===== config.mk =====
export PLATFORM = sky130hd
export DESIGN_NAME = zlib_stored_stream_encoder
export DESIGN_NICKNAME = d
export VERILOG_FILES = /design/src/sv/zsse_pkg.sv /design/src/sv/zsse_planner.sv /design/src/sv/zsse_emitter.sv /design/src/sv/zlib_stored_stream_encoder.sv
export SDC_FILE = /design/constraint.sdc
export NUM_CORES = 1
export LEC_CHECK = 0
export BUFFER_PORTS_ARGS = -buffer_cell sky130_fd_sc_hd__buf_4
export CAP_MARGIN = 25
export CORE_MARGIN = 5
export CORE_UTILIZATION = 40
export DETAILED_ROUTE_END_ITERATION = 8
export HOLD_SLACK_MARGIN = 0.1
export PLACE_DENSITY = 0.64
export SETUP_SLACK_MARGIN = 0.02
export SLEW_MARGIN = 20
export SYNTH_ARGS = -nofsm -noshare
export SYNTH_HDL_FRONTEND = slang
export SYNTH_SLANG_ARGS = --single-unit

===== constraint.sdc =====
create_clock -name aclk -period 15.45 [get_ports aclk]
set_input_delay 3.8625 -clock aclk [delete_from_list [all_inputs] [get_ports aclk]]
set_output_delay 3.8625 -clock aclk [all_outputs]
set_load 0.02 [all_outputs]

===== src/sv/zsse_pkg.sv =====
package zsse_pkg;

    localparam logic [16:0] ADLER_MOD = 17'd65521;
    localparam logic [7:0]  ZLIB_CMF  = 8'h78;
    localparam logic [7:0]  ZLIB_FLG  = 8'h01;

    localparam int STEP_W = 4;

    localparam logic [STEP_W-1:0] STEP_CMF     = 4'd0;
    localparam logic [STEP_W-1:0] STEP_FLG     = 4'd1;
    localparam logic [STEP_W-1:0] STEP_BFINAL  = 4'd2;
    localparam logic [STEP_W-1:0] STEP_LEN_LO  = 4'd3;
    localparam logic [STEP_W-1:0] STEP_LEN_HI  = 4'd4;
    localparam logic [STEP_W-1:0] STEP_NLEN_LO = 4'd5;
    localparam logic [STEP_W-1:0] STEP_NLEN_HI = 4'd6;
    localparam logic [STEP_W-1:0] STEP_DATA    = 4'd7;
    localparam logic [STEP_W-1:0] STEP_B_HI    = 4'd8;
    localparam logic [STEP_W-1:0] STEP_B_LO    = 4'd9;
    localparam logic [STEP_W-1:0] STEP_A_HI    = 4'd10;
    localparam logic [STEP_W-1:0] STEP_A_LO    = 4'd11;

    typedef struct packed {
        logic        hdr;
        logic        blk;
        logic        bfinal;
        logic [15:0] len;
        logic [7:0]  data;
        logic        last;
        logic [15:0] adler_hi;
        logic [15:0] adler_lo;
    } plan_t;

    typedef struct packed {
        logic busy;
        logic plan_ready;
    } emit_status_t;

endpackage


===== src/sv/zsse_planner.sv =====
module zsse_planner #(
    parameter int MAX_BLOCK_BYTES = 65535
) (
    input  logic           aclk,
    input  logic           aresetn,
    input  logic           cfg_we,
    input  logic [31:0]    cfg_wdata,
    input  logic           s_tvalid,
    input  logic [7:0]     s_tdata,
    input  logic           plan_ready,
    output logic           plan_valid,
    output zsse_pkg::plan_t plan
);
    import zsse_pkg::*;

    localparam logic [31:0] MaxLen = 32'(MAX_BLOCK_BYTES);

    logic [31:0] total_length_reg, total_length_next;
    logic        header_sent_reg, header_sent_next;
    logic [31:0] consumed_reg, consumed_next;
    logic [15:0] remaining_reg, remaining_next;
    logic [15:0] low_reg, low_next;
    logic [15:0] high_reg, high_next;

    logic        active;
    logic        accept;
    logic [31:0] left;
    logic [15:0] len;
    logic        need_blk;
    logic [16:0] sum_low;
    logic [16:0] sum_high;
    logic [31:0] consumed_inc;

    always_comb begin
        active       = consumed_reg < total_length_reg;
        accept       = s_tvalid && plan_ready && active;
        left         = total_length_reg - consumed_reg;
        len          = (left > MaxLen) ? MaxLen[15:0] : left[15:0];
        need_blk     = remaining_reg == 16'd0;
        consumed_inc = consumed_reg + 32'd1;

        sum_low = {1'b0, low_reg} + {9'd0, s_tdata};
        if (sum_low >= ADLER_MOD) begin
            sum_low = sum_low - ADLER_MOD;
        end
        sum_high = {1'b0, high_reg} + sum_low;
        if (sum_high >= ADLER_MOD) begin
            sum_high = sum_high - ADLER_MOD;
        end

        plan.hdr      = !header_sent_reg;
        plan.blk      = need_blk;
        plan.bfinal   = left <= MaxLen;
        plan.len      = len;
        plan.data     = s_tdata;
        plan.last     = consumed_inc == total_length_reg;
        plan.adler_hi = sum_high[15:0];
        plan.adler_lo = sum_low[15:0];
        plan_valid    = accept;

        total_length_next = total_length_reg;
        header_sent_next  = header_sent_reg;
        consumed_next     = consumed_reg;
        remaining_next    = remaining_reg;
        low_next          = low_reg;
        high_next         = high_reg;

        if (cfg_we) begin
            total_length_next = cfg_wdata;
            header_sent_next  = 1'b0;
            consumed_next     = 32'd0;
            remaining_next    = 16'd0;
            low_next          = 16'd1;
            high_next         = 16'd0;
        end else if (accept) begin
            header_sent_next = 1'b1;
            consumed_next    = consumed_inc;
            remaining_next   = (need_blk ? len : remaining_reg) - 16'd1;
            low_next         = sum_low[15:0];
            high_next        = sum_high[15:0];
        end
    end

    always_ff @(posedge aclk) begin
        if (!aresetn) begin
            total_length_reg <= 32'd1;
            header_sent_reg  <= 1'b0;
            consumed_reg     <= 32'd0;
            remaining_reg    <= 16'd0;
            low_reg          <= 16'd1;
            high_reg         <= 16'd0;
        end else begin
            total_length_reg <= total_length_next;
            header_sent_reg  <= header_sent_next;
            consumed_reg     <= consumed_next;
            remaining_reg    <= remaining_next;
            low_reg          <= low_next;
            high_reg         <= high_next;
        end
    end

endmodule


===== src/sv/zsse_emitter.sv =====
module zsse_emitter (
    input  logic                   aclk,
    input  logic                   aresetn,
    input  logic                   plan_valid,
    input  zsse_pkg::plan_t        plan,
    output zsse_pkg::emit_status_t status,
    output logic                   m_tvalid,
    input  logic                   m_tready,
    output logic [7:0]             m_tdata,
    output logic                   m_tlast,
    output logic [0:0]             m_tuser
);
    import zsse_pkg::*;

    logic              busy_reg, busy_next;
    logic [STEP_W-1:0] step_reg, step_next;
    plan_t             plan_reg, plan_next;
    logic              m_valid_reg, m_valid_next;
    logic [7:0]        m_data_reg, m_data_next;
    logic              m_last_reg, m_last_next;
    logic              m_end_reg, m_end_next;

    logic              out_free;
    logic              emit;
    logic              item_end;
    logic              plan_ready;
    logic              load;
    logic [STEP_W-1:0] start_step;
    logic [STEP_W-1:0] after_step;
    logic [7:0]        cur_byte;
    logic [15:0]       nlen;

    always_comb begin
        nlen = ~plan_reg.len;

        unique case (step_reg)
            STEP_CMF:     cur_byte = ZLIB_CMF;
            STEP_FLG:     cur_byte = ZLIB_FLG;
            STEP_BFINAL:  cur_byte = {7'd0, plan_reg.bfinal};
            STEP_LEN_LO:  cur_byte = plan_reg.len[7:0];
            STEP_LEN_HI:  cur_byte = plan_reg.len[15:8];
            STEP_NLEN_LO: cur_byte = nlen[7:0];
            STEP_NLEN_HI: cur_byte = nlen[15:8];
            STEP_DATA:    cur_byte = plan_reg.data;
            STEP_B_HI:    cur_byte = plan_reg.adler_hi[15:8];
            STEP_B_LO:    cur_byte = plan_reg.adler_hi[7:0];
            STEP_A_HI:    cur_byte = plan_reg.adler_lo[15:8];
            STEP_A_LO:    cur_byte = plan_reg.adler_lo[7:0];
            default:      cur_byte = 8'd0;
        endcase

        priority if (step_reg == STEP_FLG) begin
            after_step = plan_reg.blk ? STEP_BFINAL : STEP_DATA;
        end else begin
            after_step = step_reg + STEP_W'(1);
        end

        priority if (plan.hdr) begin
            start_step = STEP_CMF;
        end else if (plan.blk) begin
            start_step = STEP_BFINAL;
        end else begin
            start_step = STEP_DATA;
        end

        item_end   = (step_reg == STEP_A_LO) || (step_reg == STEP_DATA && !plan_reg.last);
        out_free   = !m_valid_reg || m_tready;
        emit       = busy_reg && out_free;
        plan_ready = !busy_reg || (emit && item_end);
        load       = plan_valid && plan_ready;

        busy_next = busy_reg;
        step_next = step_reg;
        plan_next = plan_reg;
        if (load) begin
            busy_next = 1'b1;
            step_next = start_step;
            plan_next = plan;
        end else if (emit) begin
            busy_next = !item_end;
            step_next = after_step;
        end

        m_valid_next = m_valid_reg && !m_tready;
        m_data_next  = m_data_reg;
        m_last_next  = m_last_reg;
        m_end_next   = m_end_reg;
        if (emit) begin
            m_valid_next = 1'b1;
            m_data_next  = cur_byte;
            m_last_next  = item_end;
            m_end_next   = step_reg == STEP_A_LO;
        end

        status.busy       = busy_reg;
        status.plan_ready = plan_ready;
    end

    always_ff @(posedge aclk) begin
        if (!aresetn) begin
            busy_reg    <= 1'b0;
            step_reg    <= STEP_CMF;
            m_valid_reg <= 1'b0;
        end else begin
            busy_reg    <= busy_next;
            step_reg    <= step_next;
            m_valid_reg <= m_valid_next;
        end
        plan_reg   <= plan_next;
        m_data_reg <= m_data_next;
        m_last_reg <= m_last_next;
        m_end_reg  <= m_end_next;
    end

    assign m_tvalid = m_valid_reg;
    assign m_tdata  = m_data_reg;
    assign m_tlast  = m_last_reg;
    assign m_tuser  = m_end_reg;

endmodule


===== src/sv/zlib_stored_stream_encoder.sv =====
// zlib encoder over stored deflate blocks.
// Write the stream length (raw bytes) on cfg_we/cfg_wdata while idle; each
// write restarts the stream. Feed raw bytes on the s_ channel, one item per
// byte; bytes past the configured length are taken and dropped.
// The m_ channel carries the zlib stream one byte per item: the header
// 78 01 ahead of the first byte, a five-byte stored block header at the
// start of each block, the data byte, and after the final byte the Adler-32
// big-endian. m_tlast marks the last byte caused by one input item and
// m_tuser marks the last byte of the whole stream.
// An accepted item goes to the sequencer's plan register, then its bytes pass
// through the output register. Throughput: one output byte per cycle while
// m_tready does not stall, set by the byte sequencer; a plain data item gives
// one byte, one that opens a block six (eight with the stream header), the last four more.
// The next item is taken in the cycle the current item's last byte moves
// to the output register, so items flow back to back.
// Reset (aresetn low, synchronous) sets the length to 1 and clears the
// stream state and the output valid flag. A stall on m_tready holds the
// output byte and, once the sequencer has no free slot, drops s_tready.
module zlib_stored_stream_encoder #(
    parameter int MAX_BLOCK_BYTES = 65535
) (
    input  logic        aclk,
    input  logic        aresetn,
    input  logic        cfg_we,
    input  logic [31:0] cfg_wdata,
    input  logic        s_tvalid,
    output logic        s_tready,
    input  logic [7:0]  s_tdata,   // [7:0] data_byte
    output logic        m_tvalid,
    input  logic        m_tready,
    output logic [7:0]  m_tdata,   // [7:0] out_byte
    output logic        m_tlast,
    output logic [0:0]  m_tuser    // [0] stream_end
);
    import zsse_pkg::*;

    logic         plan_valid;
    plan_t        plan;
    emit_status_t status;

    zsse_planner #(
        .MAX_BLOCK_BYTES(MAX_BLOCK_BYTES)
    ) u_planner (
        .aclk       (aclk),
        .aresetn    (aresetn),
        .cfg_we     (cfg_we),
        .cfg_wdata  (cfg_wdata),
        .s_tvalid   (s_tvalid),
        .s_tdata    (s_tdata),
        .plan_ready (status.plan_ready),
        .plan_valid (plan_valid),
        .plan       (plan)
    );

    zsse_emitter u_emitter (
        .aclk       (aclk),
        .aresetn    (aresetn),
        .plan_valid (plan_valid),
        .plan       (plan),
        .status     (status),
        .m_tvalid   (m_tvalid),
        .m_tready   (m_tready),
        .m_tdata    (m_tdata),
        .m_tlast    (m_tlast),
        .m_tuser    (m_tuser)
    );

    assign s_tready = status.plan_ready;

    a_end_is_item_last: assert property (@(posedge aclk) disable iff (!aresetn)
        m_tvalid && m_tuser[0] |-> m_tlast)
        else $error("stream end byte without item last mark");

    a_plan_loads: assert property (@(posedge aclk) disable iff (!aresetn)
        plan_valid |=> status.busy)
        else $error("accepted item not loaded into sequencer");

    a_idle_after_end: assert property (@(posedge aclk) disable iff (!aresetn)
        m_tvalid && m_tready && m_tuser[0] |-> !status.busy)
        else $error("sequencer busy after stream end");

    a_ready_when_idle: assert property (@(posedge aclk) disable iff (!aresetn)
        !status.busy |-> s_tready)
        else $error("input stalled with idle sequencer");

endmodule


# Word-level counts from Yosys, hierarchy flattened
# Cells that the tools add are included.
dict set report word_totals {
  register_bits 188
  latch_bits 0
  ram_bits 0
  mem_bits_ro 0
  input_bits 45
  word_cells 79
  n_memories 0
}
dict set report classes {
  addsub 8
  mul 0
  div 0
  order_cmp 5
  eq_ne 12
  shift 0
  mux 14
  bitwise 2
  n_reduce_logical 19
}
# op n
set ops {}
lappend ops {{case mux 8 bit (12 select lines)} 1}
lappend ops {{2-to-1 mux 16 bit} 3}
lappend ops {{greater-or-equal comparator 17 x 16 -> 1 bit, second input constant} 2}
lappend ops {{adder 32 x 1 -> 32 bit, second input constant} 1}
lappend ops {{equality test 32 bit} 1}
lappend ops {{> comparator 32 x 16 -> 1 bit, second input constant} 1}
lappend ops {{less-or-equal comparator 32 x 16 -> 1 bit, second input constant} 1}
lappend ops {{less-than comparator 32 bit} 1}
lappend ops {{subtractor 32 bit} 1}
lappend ops {{adder 16 x 17 -> 17 bit} 1}
lappend ops {{adder 16 x 8 -> 17 bit} 1}
lappend ops {{2-to-1 mux 17 bit} 1}
lappend ops {{subtractor 17 x 16 -> 17 bit, second input constant} 1}
lappend ops {{equality test 4 x 3 -> 1 bit, second input constant} 4}
lappend ops {{equality test 4 bit, second input constant} 4}
lappend ops {{zero test 16 bit} 1}
lappend ops {{2-to-1 mux 4 bit} 4}
lappend ops {{inverter 16 bit} 1}
lappend ops {{subtractor 16 x 1 -> 16 bit, second input constant} 1}
lappend ops {{subtractor 16 bit, second input constant} 1}
lappend ops {{equality test 4 x 2 -> 1 bit, second input constant} 2}
lappend ops {{logical AND 1 bit} 7}
lappend ops {{2-to-1 mux 3 bit} 2}
lappend ops {{zero test 1 bit} 5}
lappend ops {{8 further kinds} 12}

# Depth between registers and ports, before layout
# Gate-level depths: netlist (run 1).
dict set report depth {
  word_depth 9
  depth_mapped 27
}

# Modules after synthesis
# Synthesis (run 1) repeated with hierarchy kept, for this count alone.
dict set report unflattened {
  hier_cells 1527
  hier_area_um2 13181.4
}
# mod instances cells_per_inst area_each_um2 seq_area_each_um2
set modules_own_cells {}
lappend modules_own_cells {zsse_planner 1 1326 10038.4 2262.2}
lappend modules_own_cells {zsse_emitter 1 201 3143.0 2192.1}

# Least setup slack after synthesis (run 1)
# OpenSTA, ideal clock, no wires.
dict set report synth_path {
  path_type {input -> register}
  from {input s_tdata[0]}
  to {register u_emitter.plan_reg[19] (netlist bit) (data pin)}
  t_arrival_ps 9734
  required_time_ps 15188
  path_slack_ps 5454
  cell_stages 26
  path_cell_list {ha_1 fa_1 a21o_1 a21oi_1 o21a_1 or2_0 a21boi_0 or3_1 a211o_1 o22ai_1 clkbuf_1 nor2_1 a21oi_1 inv_1 ha_1 a21o_1 a21o_1 a2111oi_2 o21ba_2 o2111ai_2 nor4_2 nand3_1 nor3_4 nor3_4 o21a_1 or2_2}
}
# item line
set synth_lines {}
lappend synth_lines {{from (decl)} zlib_stored_stream_encoder.sv:28} ;# input logic [7:0] s_tdata,
lappend synth_lines {{to (signal assigned)} zsse_emitter.sv:109} ;# plan_reg <= plan_next;
lappend synth_lines {{to (decl)} zsse_emitter.sv:17} ;# plan_t plan_reg, plan_next;

==> reports/metrics.cfg, run 1 <==
[power_and_ir_drop]
p_int_mw=0.993
pwr_density_cell_mw_per_mm2=108
combPwrFrac=0.360
p_switching_mw=0.643
clkPwrFrac=0.289
vdd_ir_drop_max_mv=0.0830
p_total_mw=1.64
netSwitchingFraction=0.393
p_leak_nw=5.57
p_seq_frac=0.351

[sta]
hold_viol=0
slew_violations=0
tightest_slew_ps=965
max_freq_mhz=93.1
finalSetupTns_ps=0
rsz0062_at_grt=false
fin_skew_ps=22.4
fin_crit_ps=10740
timing.final.crit_share=0.695
holdWs_ps=473
timing.final.ws_setup_ps=4710
slew_headroom=0.357
setup_viol=0

[routing]
ant_nets=0
drt_first_pass_iters=5
drt-total-wl_um=37700
via_per_inst=5.82
via_count=12200
drt_iter0_drc=1070
route.detailed.drc=0
avgRoutedWirePerCell_um=18.0

[global_route]
grt_use_total=0.194
grt_pass1_vias=11300
grt_first_pass_wirelength_um=61000
antenna_found_initial=1
grt_max_degree=84
overflow=0

[cells_and_area]
fin_nets=1737
final_cell_mix=nand2_1, dfxtp_1, nor2_1
drive_above_1_share=0.0966
post-route-util=0.442
multi_input_area_mm2=0.00868
final_common_cell=nand2_1
ff_latch_area_mm2=0.00445
largest_register_ffs=59
fillCellCount=3394
area_delta_synth_final_pct=9.82

[die]
ioPinCount=57
dieWidth_um=195
num_rows=68
start_util=0.402
core_area_mm2=0.0342
die_h_um=195
dieArea_mm2=0.0382

[placed_design]
port_buffers=56
place.gp.congestion=0.927
place_ws_ps=4330
dpl.hpwl_um=28100

[synthesis]
synth_cells=1622
ys_seq_area_frac=0.324
yosys_warnings=0
synthFlopType=dfxtp_1
syn_nets=1737
ys_top_cells_by_area=dfxtp_1, edfxtp_1, ha_1, xnor2_1, nand2_1
synth-async-reset-ratio=0
yosys.area.top_type=dfxtp_1
syn_area_per_cell_um2=8.48
ys_types=101
synth_edf_count=69
synth_seq_cells=188
synth.top_cell.area_share=0.173
syn_area_mm2=0.0138

[min_path]
hold_class=reg -> reg

[clock_tree]
cts_setup_buffers=0
htreeDepth=4
cts_hold_buf=0
cts.clk_slew.worst_paths_ps=100
root_buffer=clkbuf_16
cts_tree=yes
cts_buffers=17
clock_sinks=188
cts_buffer_depth=2
cts_resized=0
insertion_delay_ps=470

[run_status]
status=completed

[worst_setup_path]
critical_path_arrival_ps=11130
path_class=in -> reg
cp-start-kind=primary input
path_max_fanout=13
end_kind=register
required_ps=15840

[flow_run]
drv_cap=0

-- area by class of cell --
cell class | instances | area share
diodes | 1 | 0.000166
multi-input cells | 1274 | 0.574
repair buffers | 60 | 0.0298
clock inverters | 15 | 0.0147
clock buffers | 17 | 0.0282
inverters | 81 | 0.0203
well taps | 455 | 0.0377
flip-flops and latches | 188 | 0.295
-- power groups by stage --
stage / clock network (mW) / logic, mW / registers, mW
floorplan: 0 / 0.447 / 0.581
global placement: 0 / 0.566 / 0.585
detailed placement: 0 / 0.575 / 0.585
CTS: 0.484 / 0.579 / 0.574
global route: 0.503 / 0.645 / 0.578
finish: 0.473 / 0.589 / 0.574
-- final timing paths --
kind / start / endpoint / slack, ps / depth (start not counted)
max reg2reg: u_planner.low_reg[0] / u_planner.high_reg[5] / 7910 / 24
max: s_tdata[0] / u_planner.high_reg[5] / 4710 / 25
min reg2reg: u_planner.low_reg[2] / u_planner.low_reg[2] / 470 / 2
min: u_planner.low_reg[2] / u_planner.low_reg[2] / 470 / 2
-- logic make-up (layout without fill, tap and decap cells) --
logic type / count (synthesis) / count (layout) / share of synthesized area
compound gates: 454 / 454 / 0.225
buf+inv: 160 / 173 / 0.0461
fa+ha+maj: 70 / 70 / 0.0653
xor+xnor: 127 / 127 / 0.0809
simple gates: 576 / 576 / 0.224
mux: 47 / 47 / 0.0347
flops: 188 / 188 / 0.324
other cells: 0 / 1 / 0
-- synth_stat cells (9+ instances only) --
master / n
nor3_1: 47
a21o_1: 18
nand2_1: 138
nor4_1: 18
nand4_1: 27
and2_1: 16
clkbuf_1: 58
a22oi_1: 9
a21oi_1: 98
o21ai_0: 102
nor2_1: 105
a221oi_1: 10
xnor2_1: 93
dfxtp_1: 119
o211ai_1: 15
o22ai_1: 13
o21a_1: 15
mux2i_1: 42
xor2_1: 34
buf_2: 15
inv_1: 78
or3_1: 36
or2_2: 9
a31oi_1: 25
nor2b_1: 47
edfxtp_1: 69
ha_1: 67
and3_1: 19
nand3_1: 46
a211oi_1: 25
nand2b_1: 20
-- critical path, cell delays in order --
cell and delay (ps):
buf_4 120, ha_1 220, fa_1 420, a21o_1 200, a21oi_1 300, o21a_1 190
or2_0 180, a21boi_0 150, or3_1 370, a211o_1 360, o22ai_1 740, nand2_1 150
xnor2_1 440, ha_1 420, nand3b_1 170, nand2_1 130, xnor2_1 320, a221o_1 240
o2111ai_2 200, nor4_2 470, nand3_1 270, nor3_4 370, o31ai_2 250, or3_1 410
a31oi_1 150
-- per-layer routing --
| metal | GRT usage | share of wire | vias to the layer above |
|---|---|---|---|
| met5 | 0 | 0.00034 | - |
| met4 | 0.0437 | 0.013 | 2 |
| met3 | 0.0350 | 0.060 | 39 |
| met2 | 0.300 | 0.44 | 371 |
| met1 | 0.283 | 0.48 | 5772 |
| li1 | - | - | 5985 |
-- through the flow --
step                      std cells  area (um^2)
after floorplan                1622        13800
after global placement         2058        14500
after detailed placement       2058        14500
after CTS                      2090        15100
after global routing           2090        15100
final                          2091        15100
No activity file was read; power rests on OpenSTA's default activity.
==> inputs of run 2 (changes only) <==
==> constraint.sdc (replaced) <==
create_clock -name aclk -period 9.9 [get_ports aclk]
set_input_delay 2.475 -clock aclk [delete_from_list [all_inputs] [get_ports aclk]]
set_output_delay 2.475 -clock aclk [all_outputs]
set_load 0.02 [all_outputs]
==> run 2 against run 1 <==
Die area did not move. Sequential power increased by 56%. First-iteration DRC count shrank 2.8%. Count of clock-buffer cells in the layout unchanged. Global-route usage barely moved. Largest power group unchanged.
==> reports/metrics.cfg, run 2 (same netlist as run 1, synthesis figures left out) <==
[power_and_ir_drop]
vdd_ir_drop_max_mv=0.214
p_leak_nw=5.58
p_total_mw=2.57
pwr_density_cell_mw_per_mm2=170

[clock_tree]
root_buffer=clkbuf_16
cts_hold_buf=0
cts_tree=yes
cts_buffers=17
cts_resized=0
cts_setup_buffers=0
insertion_delay_ps=460
cts_buffer_depth=2
clock_sinks=188
htreeDepth=4
cts.clk_slew.worst_paths_ps=90

[cells_and_area]
fin_nets=1738
largest_register_ffs=59
final_common_cell=nand2_1
final_cell_mix=nand2_1, dfxtp_1, nor2_1
layout.cells.non_filler=2091
drive_above_1_share=0.0972
area_delta_synth_final_pct=9.89
fillCellCount=3432
antenna_cells=0

[worst_setup_path]
path_delay_family=compound AO/OA/AOI/OAI gates
path_class=in -> reg
crit_buf_inv=3
critical_path_arrival_ps=9120
end_kind=register
cpMostUsedCell=a21o_1
cpMaxStageDelayCell=o31ai_2
cp-start-kind=primary input
required_ps=10110
critPathMaxStageDelay_ps=750
path_max_fanout=13

[global_route]
antenna_found_initial=2
overflow=0
grt_first_pass_wirelength_um=61200
grt_use_total=0.194
grt_max_degree=84
grt_use_met2=0.301
grt_pass1_vias=11500
grt.busiest_layer=met2
gr-usage-met1=0.280
use_met3=0.0411

[sta]
holdWs_ps=466
setup_viol=0
timing.final.ws_setup_ps=996
fin_skew_ps=18.2
slew_violations=0
slew_headroom=0.353
hold_viol=0
tightest_slew_ps=970
timing.final.crit_share=0.899
rsz0062_at_grt=false
finalSetupTns_ps=0
max_freq_mhz=112
fin_crit_ps=8900

[die]
dieArea_mm2=0.0382
die_h_um=195
ioPinCount=57
dieWidth_um=195
num_rows=68
start_util=0.402
core_area_mm2=0.0342

[routing]
route.detailed.drc=0
drt_first_pass_iters=5
drt_iter0_drc=1040
drt-total-wl_um=37900
via_per_inst=5.81
via_count=12100
avgRoutedWirePerCell_um=18.1
ant_nets=0

[run_status]
status=completed

[placed_design]
dpl.hpwl_um=28000
place_ws_ps=592
port_buffers=56
place.gp.congestion=0.911
placed_cells=2059

[min_path]
hold_class=reg -> reg

[flow_run]
drv_cap=0

==> run 2: cell types whose count changed in the layout (fill, tap and decap cells not counted), sizes merged <==
cell,previous run,this run
inv,87,90
clkinv,9,5
buf,60,61
bufinv,0,1
diode,1,0
==> run 2: layout make-up <==
type	count	area, um^2	share of cell area
Multi-Input combinational cell	1274	8680	0.574
Sequential cell	188	4450	0.295
Tap cell	455	569	0.0377
Timing Repair Buffer	61	458	0.0303
Clock buffer	17	425	0.0281
Inverter	81	307	0.0203
Clock inverter	15	225	0.0149
==> run 2: worst paths after layout <==
kind	depth (start not counted)	slack, ps	start	endpoint
worst max register to register	26	2810	u_planner.low_reg[0]	u_emitter.plan_reg[21]
worst min-delay path	2	470	u_planner.low_reg[2]	u_planner.low_reg[2]
worst max-delay path	27	1000	s_tdata[0]	u_emitter.plan_reg[21]
worst min register to register	2	470	u_planner.low_reg[2]	u_planner.low_reg[2]
==> run 2: per-layer routing <==
metal  up-vias  wire (um)
li1       5962          -
met1      5786      18600
met2       359      16400
met3        38       2270
met4         4        476
met5         -         33
==> run 2: worst reg2reg max path, cell delays in order, from the launching register on <==
cell      delay, ps
dfxtp_1         340
ha_1            220
fa_1            400
a21o_1          200
a21oi_1         300
o21a_1          190
or2_0           160
a21boi_0        150
or3_1           370
a211o_1         350
o22ai_1         180
buf_4           200
nor2_1           60
a21oi_1         270
inv_1           110
ha_1            280
a21o_1          180
a21o_1          260
a211oi_2        330
o211ai_1        220
a211oi_1        460
nor4_1          130
nor3b_1         350
nor3_4          120
o31ai_2         750
or3_1           240
nand2_1          60
==> run 2: where the power goes <==
part / switching, mW / internal (mW)
registers: 0.0350 / 0.861
logic: 0.583 / 0.335
clock network: 0.379 / 0.378
==> run 2: metrics by stage <==
stage,util,cell area [um^2]
final,0.442,15100
after global routing,0.442,15100
after CTS,0.442,15100
after detailed placement,0.423,14500
after global placement,0.423,14500
after floorplan,-,13800
==> inputs of run 3 (changes only) <==
--- a/config.mk
+++ b/config.mk
@@ -5,12 +5,13 @@
 export SDC_FILE = /design/constraint.sdc
 export NUM_CORES = 1
 export LEC_CHECK = 0
+export ABC_AREA = 1
 export BUFFER_PORTS_ARGS = -buffer_cell sky130_fd_sc_hd__buf_4
 export CAP_MARGIN = 25
 export CORE_MARGIN = 5
 export CORE_UTILIZATION = 40
 export DETAILED_ROUTE_END_ITERATION = 8
-export HOLD_SLACK_MARGIN = 0.1
+export HOLD_SLACK_MARGIN = 0.12
 export PLACE_DENSITY = 0.64
 export SETUP_SLACK_MARGIN = 0.02
 export SLEW_MARGIN = 20
==> run 3 against run 2 <==
Cell area grew 0.32%. Wire length is essentially flat. Die area shrank 0.60%. Critical endpoint is now u_planner.high_reg[9]. Highest routed layer is now met4.
==> reports/metrics.cfg, run 3 <==
[sta]
finalSetupTns_ps=0
hold_viol=0
timing.final.ws_setup_ps=2210
timing.final.crit_share=0.776
slew_violations=0
rsz0062_at_grt=false
tightest_slew_ps=665
fin_crit_ps=7690
slew_headroom=0.555
setup_viol=0
fin_skew_ps=13.1
max_freq_mhz=130

[placed_design]
place_ws_ps=1720
port_buffers=56
dpl.hpwl_um=29600
place.gp.congestion=0.942

[cells_and_area]
area_delta_synth_final_pct=10.9
largest_register_ffs=59
final_cell_mix=nand2_1, inv_1, nor2_1
post-route-util=0.451
drive_above_1_share=0.0833
final_common_cell=nand2_1
antenna_cells=0
fin_nets=2178

[synthesis]
yosys.area.top_type=dfxtp_1
yosysMostFrequentCell=nand2_1
synth_cells=2022
synth_top_cells_by_count=nand2_1, inv_1, nor2_1
yosys_warnings=0
ys_seq_area_frac=0.326
synth_edf_count=69
syn_nets=2137
ys_types=58
synth-async-reset-ratio=0
syn_area_mm2=0.0137
syn_area_per_cell_um2=6.76
synth_seq_cells=188
synthFlopType=dfxtp_1
ys_top_cells_by_area=dfxtp_1, edfxtp_1, nand2_1, inv_1, nor2_1
synth.top_cell.area_share=0.174

[die]
dieWidth_um=195
dieArea_mm2=0.0380
ioPinCount=57
start_util=0.407
core_area_mm2=0.0336
die_h_um=195
num_rows=67

[clock_tree]
cts.clk_slew.worst_paths_ps=80
cts_resized=0
cts_hold_buf=0
root_buffer=clkbuf_16
cts_tree=yes
insertion_delay_ps=470
cts_buffer_depth=2
htreeDepth=4
clock_sinks=188
cts_buffers=17
cts_setup_buffers=0

[routing]
wl_met1_um=19200
avgRoutedWirePerCell_um=15.0
route.met2.wl_um=16000
via_count=12600
highest_layer=met4
drt-total-wl_um=37800
drt_iter0_drc=1093
wl_met3_um=2100
route.detailed.drc=0
ant_nets=0
drt_first_pass_iters=5
via_per_inst=4.99

[power_and_ir_drop]
p_leak_nw=7.16
p_switching_mw=1.12
netSwitchingFraction=0.417
combPwrFrac=0.382
clkPwrFrac=0.268
p_total_mw=2.69
vdd_ir_drop_max_mv=0.142
pwr_density_cell_mw_per_mm2=177
p_seq_frac=0.350
p_int_mw=1.57

[global_route]
grt_first_pass_wirelength_um=61400
antenna_found_initial=0
grt_use_total=0.198
grt_max_degree=99
grt_pass1_vias=11600
overflow=0

[flow_run]
drv_cap=0

[worst_setup_path]
critical_path_arrival_ps=8100
endpoint=u_planner.high_reg[9]
cpMaxStageDelayCell=o21ai_0
cpMostUsedCell=nand2_1
reg2reg_from=u_planner.low_reg[0]
critPathMaxStageDelay_ps=600
cp-startpoint=s_tdata[0]
required_ps=10320
reg2reg_to=u_planner.high_reg[9]
end_kind=register
path_class=in -> reg
cp-start-kind=primary input
worstRegToRegCells=30
path_max_fanout=15
reg2reg_slack_ps=4020

[run_status]
status=completed

[min_path]
hold_class=reg -> reg

-- run 3: changes by cell type in the layout (fill, tap and decap cells not counted), moves of 42 or more --
| cell | before | now |
|---|---|---|
| nand2_1 | 137 | 537 |
| inv_1 | 78 | 318 |
| mux2i_1 | 42 | 0 |
| xnor2_1 | 93 | 39 |
| nand3_1 | 46 | 109 |
| nor2_1 | 105 | 227 |
| nor2b_1 | 45 | 0 |
-- run 3: final cells by class --
cell class              instances  area [um^2]
fillers                      3458        18500
multi-input cells            1464         7790
repair buffers                 63          513
inverters                     329         1240
clock inverters                15          179
flip-flops and latches        188         4450
well taps                     448          561
clock buffers                  17          425
-- run 3: cell families (layout without fill, tap and decap cells) --
group                      Yosys count  in the layout  share of synthesized area
AOI/OAI and AO/OA                  272            272                      0.112
xor gates and xnor gates           109            109                     0.0698
adders and majority gates           70             70                     0.0657
buffers and inverters              370            424                      0.104
DFF                                188            188                      0.326
and+or+nand+nor                   1013           1013                      0.323
-- run 3: critical path, delay by kind of cell --
family / cells / cell delay, ps
adders and majority gates: 3 / 1130
buffers and inverters: 5 / 540
AOI/OAI and AO/OA: 2 / 950
xor gates and xnor gates: 2 / 520
and+or+nand+nor: 19 / 2480
-- run 3: per-layer routing --
metal  vias up  GRT usage
li1       6562          -
met1      5668      0.295
met2       332      0.299
met3        34     0.0367
met4         0     0.0445
met5         -          0
-- run 3: how the worst min path moves through the flow --
| stage | start | to | slack (ps) | cells after the start |
|---|---|---|---|---|
| 3_5_place_dp | u_emitter.busy_reg | u_emitter.m_tvalid | 460 | 2 |
| 6_report | u_emitter.busy_reg | u_emitter.m_tvalid | 470 | 2 |
| 2_1_floorplan | u_planner.total_length_reg[0] | u_planner.total_length_reg[0] | 440 | 2 |
| 4_1_cts | u_emitter.busy_reg | u_emitter.m_tvalid | 470 | 2 |
| 5_1_grt | u_emitter.busy_reg | u_emitter.m_tvalid | 490 | 2 |
| 3_3_place_gp | u_emitter.busy_reg | u_emitter.m_tvalid | 460 | 2 |
-- run 3: power by group through the flow --
stage / clock, mW / sequential, mW / combinational [mW]
3_3_place_gp: 0 / 0.959 / 0.996
2_1_floorplan: 0 / 0.944 / 0.767
6_report: 0.721 / 0.941 / 1.03
4_1_cts: 0.737 / 0.942 / 1.01
3_5_place_dp: 0 / 0.959 / 1.01
5_1_grt: 0.774 / 0.949 / 1.16
-- run 3: metrics by stage --
stage | area [um^2] | hold WS, ps | cells
final | 15200 | 475 | 2524
after global routing | 15200 | 492 | 2524
after global placement | 14500 | 455 | 2490
after floorplan | 13700 | 439 | 2022
after detailed placement | 14500 | 461 | 2490
after CTS | 15100 | 472 | 2522
